### src/sv/rvsr_pkg.sv
// ----------------------------------------------------------------------------
// rvsr_pkg
// shared types, constants and helpers of the remote velocity slew ramp
// ----------------------------------------------------------------------------
package rvsr_pkg;

  localparam int VEL_W     = 20;
  localparam int ACC_W     = 10;
  localparam int DT_W      = 8;
  localparam int TMO_W     = 16;
  localparam int DB_W      = 8;
  localparam int SEQ_W     = 32;
  localparam int TIME_W    = 32;
  localparam int STEP_W    = ACC_W + DT_W;
  // wide enough for cur +/- step without overflow
  localparam int SLEW_W    = ((VEL_W > STEP_W + 1) ? VEL_W : STEP_W + 1) + 1;
  localparam int CFG_IDX_W = 3;
  localparam int CFG_DAT_W = 16;

  localparam logic [ACC_W-1:0]  FWD_ACCEL_RST  = ACC_W'(20);
  localparam logic [ACC_W-1:0]  TURN_ACCEL_RST = ACC_W'(24);
  localparam logic [ACC_W-1:0]  STOP_ACCEL_RST = ACC_W'(30);
  localparam logic [TMO_W-1:0]  TIMEOUT_RST    = TMO_W'(200);
  localparam logic [DB_W-1:0]   DEADBAND_RST   = DB_W'(1);
  localparam logic [DT_W-1:0]   MAX_DT_RST     = DT_W'(50);

  typedef enum logic [CFG_IDX_W-1:0] {
    CFG_FWD_ACCEL  = 3'd0,
    CFG_TURN_ACCEL = 3'd1,
    CFG_STOP_ACCEL = 3'd2,
    CFG_TIMEOUT    = 3'd3,
    CFG_DEADBAND   = 3'd4,
    CFG_MAX_DT     = 3'd5
  } cfg_idx_e;

  typedef enum logic {
    ACT_CMD  = 1'b0,
    ACT_TICK = 1'b1
  } action_e;

  typedef struct packed {
    logic [ACC_W-1:0] fwd_accel;
    logic [ACC_W-1:0] turn_accel;
    logic [ACC_W-1:0] stop_accel;
    logic [TMO_W-1:0] timeout_ms;
    logic [DB_W-1:0]  deadband;
    logic [DT_W-1:0]  max_dt_ms;
  } cfg_t;

  typedef struct packed {
    action_e                  action;
    logic [TIME_W-1:0]        now_ms;
    logic [SEQ_W-1:0]         cmd_seq;
    logic [SEQ_W-1:0]         remote_seq;
    logic                     preset;
    logic                     has_fwd;
    logic                     has_turn;
    logic signed [VEL_W-1:0]  fwd_value;
    logic signed [VEL_W-1:0]  turn_value;
    logic                     stop;
    logic                     disable_req;
  } item_t;

  typedef struct packed {
    logic signed [VEL_W-1:0]  ramped_fwd;
    logic signed [VEL_W-1:0]  ramped_turn;
    logic                     target_active;
    logic                     cmd_taken;
  } res_t;

  // magnitude of a velocity, one bit wider so the most negative value fits
  function automatic logic [VEL_W:0] vel_mag(input logic signed [VEL_W-1:0] v);
    logic signed [VEL_W:0] ext;
    ext = (VEL_W+1)'(v);
    return ext[VEL_W] ? (VEL_W+1)'(-ext) : (VEL_W+1)'(ext);
  endfunction

endpackage

### src/sv/rvsr_cfg_regs.sv
// ----------------------------------------------------------------------------
// rvsr_cfg_regs
// configuration register file, written one register per transfer
// ----------------------------------------------------------------------------
module rvsr_cfg_regs import rvsr_pkg::*; (
  input  logic                 clk_i,
  input  logic                 rst_ni,
  input  logic                 cfg_valid_i,
  input  logic [CFG_IDX_W-1:0] cfg_index_i,
  input  logic [CFG_DAT_W-1:0] cfg_data_i,
  output cfg_t                 cfg_o
);

  cfg_t cfg_q;

  always_ff @(posedge clk_i or negedge rst_ni) begin
    if (!rst_ni) begin
      cfg_q.fwd_accel  <= FWD_ACCEL_RST;
      cfg_q.turn_accel <= TURN_ACCEL_RST;
      cfg_q.stop_accel <= STOP_ACCEL_RST;
      cfg_q.timeout_ms <= TIMEOUT_RST;
      cfg_q.deadband   <= DEADBAND_RST;
      cfg_q.max_dt_ms  <= MAX_DT_RST;
    end else if (cfg_valid_i) begin
      unique case (cfg_index_i)
        CFG_FWD_ACCEL:  cfg_q.fwd_accel  <= cfg_data_i[ACC_W-1:0];
        CFG_TURN_ACCEL: cfg_q.turn_accel <= cfg_data_i[ACC_W-1:0];
        CFG_STOP_ACCEL: cfg_q.stop_accel <= cfg_data_i[ACC_W-1:0];
        CFG_TIMEOUT:    cfg_q.timeout_ms <= cfg_data_i[TMO_W-1:0];
        CFG_DEADBAND:   cfg_q.deadband   <= cfg_data_i[DB_W-1:0];
        CFG_MAX_DT:     cfg_q.max_dt_ms  <= cfg_data_i[DT_W-1:0];
        default: ;
      endcase
    end
  end

  assign cfg_o = cfg_q;

endmodule

### src/sv/rvsr_slew.sv
// ----------------------------------------------------------------------------
// rvsr_slew
// one channel of the ramp: step select, step = accel * dt, bounded move
// ----------------------------------------------------------------------------
module rvsr_slew import rvsr_pkg::*; (
  input  logic signed [VEL_W-1:0] cur_i,
  input  logic signed [VEL_W-1:0] tgt_i,
  input  logic [ACC_W-1:0]        accel_i,
  input  logic [ACC_W-1:0]        stop_accel_i,
  input  logic [DB_W-1:0]         deadband_i,
  input  logic [DT_W-1:0]         dt_i,
  output logic signed [VEL_W-1:0] nxt_o
);

  logic [ACC_W-1:0]         acc_sel;
  logic [STEP_W-1:0]        step;
  logic signed [SLEW_W-1:0] cur_x;
  logic signed [SLEW_W-1:0] tgt_x;
  logic signed [SLEW_W-1:0] step_x;
  logic signed [SLEW_W-1:0] up;
  logic signed [SLEW_W-1:0] dn;

  // target inside deadband ramps at the stop rate
  assign acc_sel = (vel_mag(tgt_i) < (VEL_W+1)'(deadband_i)) ? stop_accel_i : accel_i;
  assign step    = STEP_W'(acc_sel) * STEP_W'(dt_i);

  assign cur_x  = SLEW_W'(cur_i);
  assign tgt_x  = SLEW_W'(tgt_i);
  assign step_x = signed'(SLEW_W'(step));
  assign up     = cur_x + step_x;
  assign dn     = cur_x - step_x;

  always_comb begin
    if (tgt_x > up) begin
      nxt_o = up[VEL_W-1:0];
    end else if (tgt_x < dn) begin
      nxt_o = dn[VEL_W-1:0];
    end else begin
      nxt_o = tgt_i;
    end
  end

endmodule

### src/sv/rvsr_core.sv
// ----------------------------------------------------------------------------
// rvsr_core
// command and tick handling with the ramp and watchdog state
// ----------------------------------------------------------------------------
module rvsr_core import rvsr_pkg::*; (
  input  logic  clk_i,
  input  logic  rst_ni,
  input  logic  item_valid_i,
  input  item_t item_i,
  input  cfg_t  cfg_i,
  output res_t  res_o
);

  logic [SEQ_W-1:0]        last_cmd_seq_q, last_cmd_seq_d;
  logic [SEQ_W-1:0]        last_remote_seq_q, last_remote_seq_d;
  logic [TIME_W-1:0]       last_remote_time_q, last_remote_time_d;
  logic [TIME_W-1:0]       last_ramp_time_q, last_ramp_time_d;
  logic signed [VEL_W-1:0] target_fwd_q, target_fwd_d;
  logic signed [VEL_W-1:0] target_turn_q, target_turn_d;
  logic signed [VEL_W-1:0] out_fwd_q, out_fwd_d;
  logic signed [VEL_W-1:0] out_turn_q, out_turn_d;
  logic                    active_flag_q, active_flag_d;

  logic                    is_tick;
  logic                    taken;
  logic                    has_any;
  logic                    stale;
  logic                    expire;
  logic                    dt_clamp;
  logic [TIME_W-1:0]       ramp_elapsed;
  logic [DT_W-1:0]         dt;
  logic signed [VEL_W-1:0] tick_tgt_fwd;
  logic signed [VEL_W-1:0] tick_tgt_turn;
  logic signed [VEL_W-1:0] slew_fwd;
  logic signed [VEL_W-1:0] slew_turn;
  logic signed [VEL_W-1:0] new_tgt_fwd;
  logic signed [VEL_W-1:0] new_tgt_turn;

  assign is_tick = (item_i.action == ACT_TICK);
  assign taken   = !is_tick && (item_i.cmd_seq != '0) && (item_i.cmd_seq != last_cmd_seq_q);
  assign has_any = item_i.has_fwd || item_i.has_turn;
  assign stale   = (item_i.remote_seq != '0) && (item_i.remote_seq < last_remote_seq_q);

  // tick side
  assign expire = active_flag_q &&
                  ((item_i.now_ms - last_remote_time_q) > TIME_W'(cfg_i.timeout_ms));
  assign tick_tgt_fwd  = expire ? '0 : target_fwd_q;
  assign tick_tgt_turn = expire ? '0 : target_turn_q;

  assign ramp_elapsed = item_i.now_ms - last_ramp_time_q;
  assign dt_clamp     = ramp_elapsed > TIME_W'(cfg_i.max_dt_ms);
  always_comb begin
    if (last_ramp_time_q == '0) begin
      dt = '0;
    end else if (dt_clamp) begin
      dt = cfg_i.max_dt_ms;
    end else begin
      dt = ramp_elapsed[DT_W-1:0];
    end
  end

  rvsr_slew u_slew_fwd (
    .cur_i        (out_fwd_q),
    .tgt_i        (tick_tgt_fwd),
    .accel_i      (cfg_i.fwd_accel),
    .stop_accel_i (cfg_i.stop_accel),
    .deadband_i   (cfg_i.deadband),
    .dt_i         (dt),
    .nxt_o        (slew_fwd)
  );

  rvsr_slew u_slew_turn (
    .cur_i        (out_turn_q),
    .tgt_i        (tick_tgt_turn),
    .accel_i      (cfg_i.turn_accel),
    .stop_accel_i (cfg_i.stop_accel),
    .deadband_i   (cfg_i.deadband),
    .dt_i         (dt),
    .nxt_o        (slew_turn)
  );

  // command side
  assign new_tgt_fwd  = item_i.has_fwd  ? item_i.fwd_value  : target_fwd_q;
  assign new_tgt_turn = item_i.has_turn ? item_i.turn_value : target_turn_q;

  always_comb begin
    last_cmd_seq_d     = last_cmd_seq_q;
    last_remote_seq_d  = last_remote_seq_q;
    last_remote_time_d = last_remote_time_q;
    last_ramp_time_d   = last_ramp_time_q;
    target_fwd_d       = target_fwd_q;
    target_turn_d      = target_turn_q;
    out_fwd_d          = out_fwd_q;
    out_turn_d         = out_turn_q;
    active_flag_d      = active_flag_q;
    if (is_tick) begin
      target_fwd_d     = tick_tgt_fwd;
      target_turn_d    = tick_tgt_turn;
      active_flag_d    = active_flag_q && !expire;
      last_ramp_time_d = item_i.now_ms;
      out_fwd_d        = slew_fwd;
      out_turn_d       = slew_turn;
    end else if (taken) begin
      last_cmd_seq_d = item_i.cmd_seq;
      if (item_i.preset) begin
        out_fwd_d  = item_i.fwd_value;
        out_turn_d = item_i.turn_value;
      end
      if (has_any && !stale) begin
        if (item_i.remote_seq != '0) begin
          last_remote_seq_d = item_i.remote_seq;
        end
        target_fwd_d       = new_tgt_fwd;
        target_turn_d      = new_tgt_turn;
        active_flag_d      = (vel_mag(new_tgt_fwd)  > (VEL_W+1)'(cfg_i.deadband)) ||
                             (vel_mag(new_tgt_turn) > (VEL_W+1)'(cfg_i.deadband));
        last_remote_time_d = item_i.now_ms;
      end
      // stale remote part also skips stop and disable
      if ((item_i.stop || item_i.disable_req) && !(has_any && stale)) begin
        target_fwd_d  = '0;
        target_turn_d = '0;
        active_flag_d = 1'b0;
        out_fwd_d     = '0;
        out_turn_d    = '0;
      end
    end
  end

  always_ff @(posedge clk_i or negedge rst_ni) begin
    if (!rst_ni) begin
      last_cmd_seq_q     <= '0;
      last_remote_seq_q  <= '0;
      last_remote_time_q <= '0;
      last_ramp_time_q   <= '0;
      target_fwd_q       <= '0;
      target_turn_q      <= '0;
      out_fwd_q          <= '0;
      out_turn_q         <= '0;
      active_flag_q      <= 1'b0;
    end else if (item_valid_i) begin
      last_cmd_seq_q     <= last_cmd_seq_d;
      last_remote_seq_q  <= last_remote_seq_d;
      last_remote_time_q <= last_remote_time_d;
      last_ramp_time_q   <= last_ramp_time_d;
      target_fwd_q       <= target_fwd_d;
      target_turn_q      <= target_turn_d;
      out_fwd_q          <= out_fwd_d;
      out_turn_q         <= out_turn_d;
      active_flag_q      <= active_flag_d;
    end
  end

  assign res_o.ramped_fwd    = out_fwd_d;
  assign res_o.ramped_turn   = out_turn_d;
  assign res_o.target_active = active_flag_d;
  assign res_o.cmd_taken     = taken;

  // an active target is never zero on both channels
  assert property (@(posedge clk_i) disable iff (!rst_ni)
    active_flag_q |-> (target_fwd_q != '0 || target_turn_q != '0))
    else $error("active flag set with both targets zero");

  // a tick always records its time as the ramp reference
  assert property (@(posedge clk_i) disable iff (!rst_ni)
    item_valid_i && is_tick |=> last_ramp_time_q == $past(item_i.now_ms))
    else $error("ramp time not updated by tick");

  // a dropped command leaves the ramp and targets untouched
  assert property (@(posedge clk_i) disable iff (!rst_ni)
    item_valid_i && !is_tick && !taken |=>
      $stable(out_fwd_q) && $stable(out_turn_q) && $stable(target_fwd_q) &&
      $stable(target_turn_q) && $stable(active_flag_q))
    else $error("dropped command changed state");

endmodule

### src/sv/remote_velocity_slew_ramp_unit.sv
// ----------------------------------------------------------------------------
// remote_velocity_slew_ramp_unit
// two channel remote velocity slew limiter with command watchdog
// ----------------------------------------------------------------------------
// path: an input transfer loads the input register, then the item moves on into
//   the result register, where its result is offered to the receiver
// throughput: one item per cycle while the receiver does not stall, set by the
//   single pass through the core logic between the input and result registers
// reset: rst_ni clears all ramp state, targets and sequences to zero, loads
//   the register defaults and empties both pipeline registers
// ----------------------------------------------------------------------------
module remote_velocity_slew_ramp_unit import rvsr_pkg::*; (
  input  logic                          clk_i,
  input  logic                          rst_ni,
  // input channel
  input  logic                          in_valid_i,
  output logic                          in_stall_o,
  input  logic                          action_i,
  input  logic [TIME_W-1:0]             now_ms_i,
  input  logic [SEQ_W-1:0]              cmd_seq_i,
  input  logic [SEQ_W-1:0]              remote_seq_i,
  input  logic                          preset_i,
  input  logic                          has_fwd_i,
  input  logic                          has_turn_i,
  input  logic signed [VEL_W-1:0]       fwd_value_i,
  input  logic signed [VEL_W-1:0]       turn_value_i,
  input  logic                          stop_i,
  input  logic                          disable_req_i,
  // result channel
  output logic                          out_valid_o,
  input  logic                          out_stall_i,
  output logic signed [VEL_W-1:0]       ramped_fwd_o,
  output logic signed [VEL_W-1:0]       ramped_turn_o,
  output logic                          target_active_o,
  output logic                          cmd_taken_o,
  // configuration write channel
  input  logic                          cfg_valid_i,
  output logic                          cfg_ready_o,
  input  logic [CFG_IDX_W-1:0]          cfg_index_i,
  input  logic [CFG_DAT_W-1:0]          cfg_data_i
);

  cfg_t  cfg;
  item_t in_q;
  logic  in_valid_q, in_valid_d;
  res_t  res_q;
  res_t  res_c;
  logic  out_valid_q, out_valid_d;
  logic  in_xfer;
  logic  advance;

  // register writes are always taken
  assign cfg_ready_o = 1'b1;

  rvsr_cfg_regs u_cfg (
    .clk_i       (clk_i),
    .rst_ni      (rst_ni),
    .cfg_valid_i (cfg_valid_i),
    .cfg_index_i (cfg_index_i),
    .cfg_data_i  (cfg_data_i),
    .cfg_o       (cfg)
  );

  // item moves into the result register when that register is free or drains
  assign advance    = in_valid_q && (!out_valid_q || !out_stall_i);
  assign in_stall_o = in_valid_q && !advance;
  assign in_xfer    = in_valid_i && !in_stall_o;

  assign in_valid_d  = in_xfer || (in_valid_q && !advance);
  assign out_valid_d = advance || (out_valid_q && out_stall_i);

  always_ff @(posedge clk_i or negedge rst_ni) begin
    if (!rst_ni) begin
      in_valid_q  <= 1'b0;
      out_valid_q <= 1'b0;
    end else begin
      in_valid_q  <= in_valid_d;
      out_valid_q <= out_valid_d;
    end
  end

  // input register, payload only, loaded on an input transfer
  always_ff @(posedge clk_i) begin
    if (in_xfer) begin
      in_q.action      <= action_e'(action_i);
      in_q.now_ms      <= now_ms_i;
      in_q.cmd_seq     <= cmd_seq_i;
      in_q.remote_seq  <= remote_seq_i;
      in_q.preset      <= preset_i;
      in_q.has_fwd     <= has_fwd_i;
      in_q.has_turn    <= has_turn_i;
      in_q.fwd_value   <= fwd_value_i;
      in_q.turn_value  <= turn_value_i;
      in_q.stop        <= stop_i;
      in_q.disable_req <= disable_req_i;
    end
  end

  // core state commits on the same edge the result is captured
  rvsr_core u_core (
    .clk_i        (clk_i),
    .rst_ni       (rst_ni),
    .item_valid_i (advance),
    .item_i       (in_q),
    .cfg_i        (cfg),
    .res_o        (res_c)
  );

  // result register, holds while the result side stalls
  always_ff @(posedge clk_i) begin
    if (advance) begin
      res_q <= res_c;
    end
  end

  assign out_valid_o     = out_valid_q;
  assign ramped_fwd_o    = res_q.ramped_fwd;
  assign ramped_turn_o   = res_q.ramped_turn;
  assign target_active_o = res_q.target_active;
  assign cmd_taken_o     = res_q.cmd_taken;

  // a held input item is never dropped
  assert property (@(posedge clk_i) disable iff (!rst_ni)
    in_valid_q && !advance |=> in_valid_q && $stable(in_q))
    else $error("stalled input item lost");

  // a stalled result stays offered and unchanged
  assert property (@(posedge clk_i) disable iff (!rst_ni)
    out_valid_o && out_stall_i |=> out_valid_o && $stable(res_q))
    else $error("stalled result changed");

  // an empty input register never stalls the sender
  assert property (@(posedge clk_i) disable iff (!rst_ni)
    !in_valid_q |-> !in_stall_o)
    else $error("stall raised with empty input register");

endmodule

### config.mk
export PLATFORM = sky130hd
export DESIGN_NAME = remote_velocity_slew_ramp_unit
export DESIGN_NICKNAME = d
export VERILOG_FILES = /design/src/sv/rvsr_pkg.sv /design/src/sv/rvsr_cfg_regs.sv /design/src/sv/rvsr_slew.sv /design/src/sv/rvsr_core.sv /design/src/sv/remote_velocity_slew_ramp_unit.sv
export SDC_FILE = /design/constraint.sdc
export NUM_CORES = 2
export LEC_CHECK = 0
export BUFFER_PORTS_ARGS = -buffer_cell sky130_fd_sc_hd__buf_2
export CAP_MARGIN = 0
export CORE_MARGIN = 2
export CORE_UTILIZATION = 40
export DETAILED_ROUTE_END_ITERATION = 8
export SLEW_MARGIN = 15
export SYNTH_ARGS = -nofsm -noshare
export SYNTH_HDL_FRONTEND = slang
export SYNTH_SLANG_ARGS = --single-unit
### constraint.sdc
create_clock -name clk_i -period 21.6 [get_ports clk_i]
set_input_delay 4.32 -clock clk_i [delete_from_list [all_inputs] [get_ports clk_i]]
set_output_delay 4.32 -clock clk_i [all_outputs]
set_load 0.01 [all_outputs]
==> metrics.txt <==
Crit. End Element=flop; layout cells sized above 1=13.1%; Die X=311 um; CP Launch Point=in_q[109]$_DFFE_PP_; Req. time, crit path=22.13 ns; slowest stage cell, crit path=nor4_4; H-tree levels=2; vias in the first global route=30462; Final Setup Violations=0; fillers=9133; Max clock buf depth=3; CP max FO=38; placed wire-length estimate=84900 um; Yosys warning count=0; worst hold path class=reg -> reg; CTS tree=yes; grt ovf=0; met3 Use GR=4.05%; Worst EP arrival=19.28 ns; Multi-input gate area=23000 um2; min-delay src=u_cfg.cfg_o[18]$_DFFE_PN0P_; I/O Pins=211; total wire length=112000 um; R2R setup slack=2.85 ns; Post-route DRC=0; ANT nets after route=0; met1 Resource Use GR=31.5%; Vias=30763; Synth Net Count=4756; CP dominant cell by count=a21oi_1; post-CTS setup buffer count=0; Final Hold Viols=0; Avg Vias per Cell=5.57; GRT Util Overall=22.8%; drt pass-1 iters=7; Core ar.=93300 um2; CTS root buffer=clkbuf_16; Clock Latency Late Sink=0.66 ns; busiest grt layer=met2; Nets=4869; max incr delay on CP=0.67 ns; Cells after DPL=5415; die height=311 um; Area growth syn-to-layout=11.1%; number of enable flip-flop cells after synthesis=184; Avg Inst Size Synth=9.18 um2; storage element area=12400 um2; fmax=53.3 MHz; gpl congestion=0.957; wire per inst=20.2 um; # hold bufs at CTS=0; Slew Limit Headroom=20.0%; asr flop ratio synth=59.7%; Seq/Total Area, Yosys=32.8%; post_cts resized=0; max_cap viols=0; initial core utilization=40.4%; RSZ-0062 raised after global routing=no; CTS buffer count=55; Synth Instances=4105; Clk pin slew, worst setup/hold paths=0.06 ns; max-slew violation count=0; Synth Flop Type=dfrtp_1; final clock skew=0.0331 ns; Unique masters post-synth=85; critical path class=reg -> reg; #FFs+latches synth=457; initial drt markers=2330; status=completed; cell row count=112; crit share post-route=86.8%; Synth Cell Area=37700 um2; WP buf/inv=9; CP Launch Type=flop; CP top delay family=compound AO/OA/AOI/OAI gates; worst r2r src=in_q[109]$_DFFE_PP_; Non-Filler Instances=5522; initial antenna violation count=15; Setup Total Neg Slack=0 ns; Slew @ Worst Pin=1.19 ns; IO buf count=209; die area=96700 um2; global-route wire length before repair=176000 um; min cycle time layout=18.75 ns; CTS Sinks=457; Global Route met2 Usage=36.4%; pin count of the biggest net entering global routing=135
-- final cells by class --
type / count / area share [%]
Clock buffer: 63 / 3.46
Timing Repair Buffer: 243 / 3.16
Tap cell: 1254 / 3.75
Inverter: 433 / 3.88
Clock inverter: 41 / 1.19
Multi-Input combinational cell: 3028 / 55.0
Antenna cell: 3 / 0.0179
Sequential cell: 457 / 29.6
-- synth_stat cells (39+ instances only) --
| cell | number | share of area, % |
|---|---|---|
| a21o_1 | 99 | 2.0 |
| nor2b_1 | 59 | 0.98 |
| clkbuf_1 | 162 | 1.6 |
| xnor2_1 | 139 | 3.2 |
| nand2_1 | 287 | 2.9 |
| xor2_1 | 57 | 1.3 |
| o21ai_0 | 245 | 3.3 |
| nor4_1 | 39 | 0.65 |
| a221oi_1 | 42 | 0.98 |
| edfxtp_1 | 184 | 15 |
| mux2i_1 | 81 | 2.2 |
| inv_1 | 432 | 4.3 |
| nand4_1 | 60 | 1.0 |
| ha_1 | 383 | 13 |
| dfrtp_1 | 258 | 17 |
| or2_2 | 40 | 0.66 |
| nand3_1 | 52 | 0.69 |
| nand2b_1 | 44 | 0.73 |
| nor3_1 | 64 | 0.85 |
| nor2_1 | 330 | 3.3 |
| o21a_1 | 50 | 1.0 |
| a21oi_1 | 238 | 3.2 |
| mux2_2 | 122 | 3.6 |
| fa_1 | 102 | 5.4 |
-- sequential cells by signal (all words and copies together) (netlist names) --
register	cells
out_valid_o	1
u_core.last_remote_seq_q	32
u_core.active_flag_q	1
in_q	142
u_core.target_turn_q	20
ramped_fwd_o	20
u_core.out_fwd_q	20
u_core.last_ramp_time_q	32
u_cfg.cfg_o	62
u_core.target_fwd_q	20
target_active_o	1
in_valid_q	1
cmd_taken_o	1
u_core.last_cmd_seq_q	32
u_core.out_turn_q	20
ramped_turn_o	20
u_core.last_remote_time_q	32
-- layout by cell type, fill, tap and decap left out, types with 21 or more instances in the layout --
cell,count
a31o_2,26
nand4_1,60
a21oi_1,237
clkbuf_16,56
o21bai_1,33
o21ai_0,244
a22o_1,21
nand2b_1,44
buf_4,33
nor2b_1,58
dfrtp_1,258
a211oi_1,24
a22oi_1,37
mux2i_1,81
xnor2_1,139
inv_1,431
a21o_1,99
xor2_1,57
nand2_1,286
or2_1,23
a221oi_1,42
nor2_1,329
o31ai_1,31
or2_2,40
nor3_1,63
nand3_1,52
buf_2,208
mux2_2,122
nor4_1,39
o221ai_1,37
o21a_1,50
fa_1,102
edfxtp_1,184
ha_1,383
-- path summary, 6_finish.rpt --
check                                                     endpoint  depth (start not counted)
hold / removal                         u_cfg.cfg_o[18]$_DFFE_PN0P_                          1
setup / recovery                   u_core.out_fwd_q[5]$_DFFE_PN0P_                         73
setup reg to reg                   u_core.out_fwd_q[5]$_DFFE_PN0P_                         73
hold reg to reg                        u_cfg.cfg_o[18]$_DFFE_PN0P_                          1
max in group asynchronous        u_core.out_turn_q[17]$_DFFE_PN0P_                          2
min in group asynchronous  u_core.last_ramp_time_q[16]$_DFFE_PN0P_                          1
-- stage by stage --
| step | worst slack [ns] | hold WS, ns | instance area (um2) | utilization, % |
|---|---|---|---|---|
| after global placement | 3.13 | 0.490 | 39900 | 42.7 |
| final | 2.85 | 0.504 | 41800 | 44.8 |
| after CTS | 3.08 | 0.509 | 41800 | 44.8 |
| after detailed placement | 3.13 | 0.495 | 39900 | 42.7 |
| after floorplan | 6.72 | 0.472 | 37700 | - |
| after global routing | 1.78 | 0.521 | 41800 | 44.8 |
-- routing by layer --
| metal | vias up | wire (um) | part of all wire [%] |
|---|---|---|---|
| met1 | 14800 | 51100 | 46 |
| met2 | 924 | 49700 | 45 |
| met5 | - | 120 | 0.11 |
| met3 | 199 | 6790 | 6.1 |
| met4 | 20 | 3790 | 3.4 |
| li1 | 14820 | - | - |
-- kinds of logic after synthesis --
family | count (synthesis) | synth area share (%)
other | 1 | 0.00995
and+or+nand+nor | 1098 | 14.0
AOI/OAI and AO/OA | 1045 | 18.3
DFF | 457 | 32.8
buffers and inverters | 620 | 6.27
muxes | 203 | 5.80
adders and majority gates | 485 | 18.1
xor gates and xnor gates | 196 | 4.56
-- worst reg2reg max path: cells and delay by family, from the launching register on --
kind | cells | cell delay [ns]
adders and majority gates | 12 | 4.53
AOI/OAI and AO/OA | 25 | 6.42
xor gates and xnor gates | 4 | 0.86
buffers and inverters | 9 | 1.32
DFF | 1 | 0.34
and+or+nand+nor | 22 | 4.51
muxes | 1 | 0.67
Power is not shown: default switching activity piles up to over one toggle a cycle in this logic, so the estimate is an artifact.
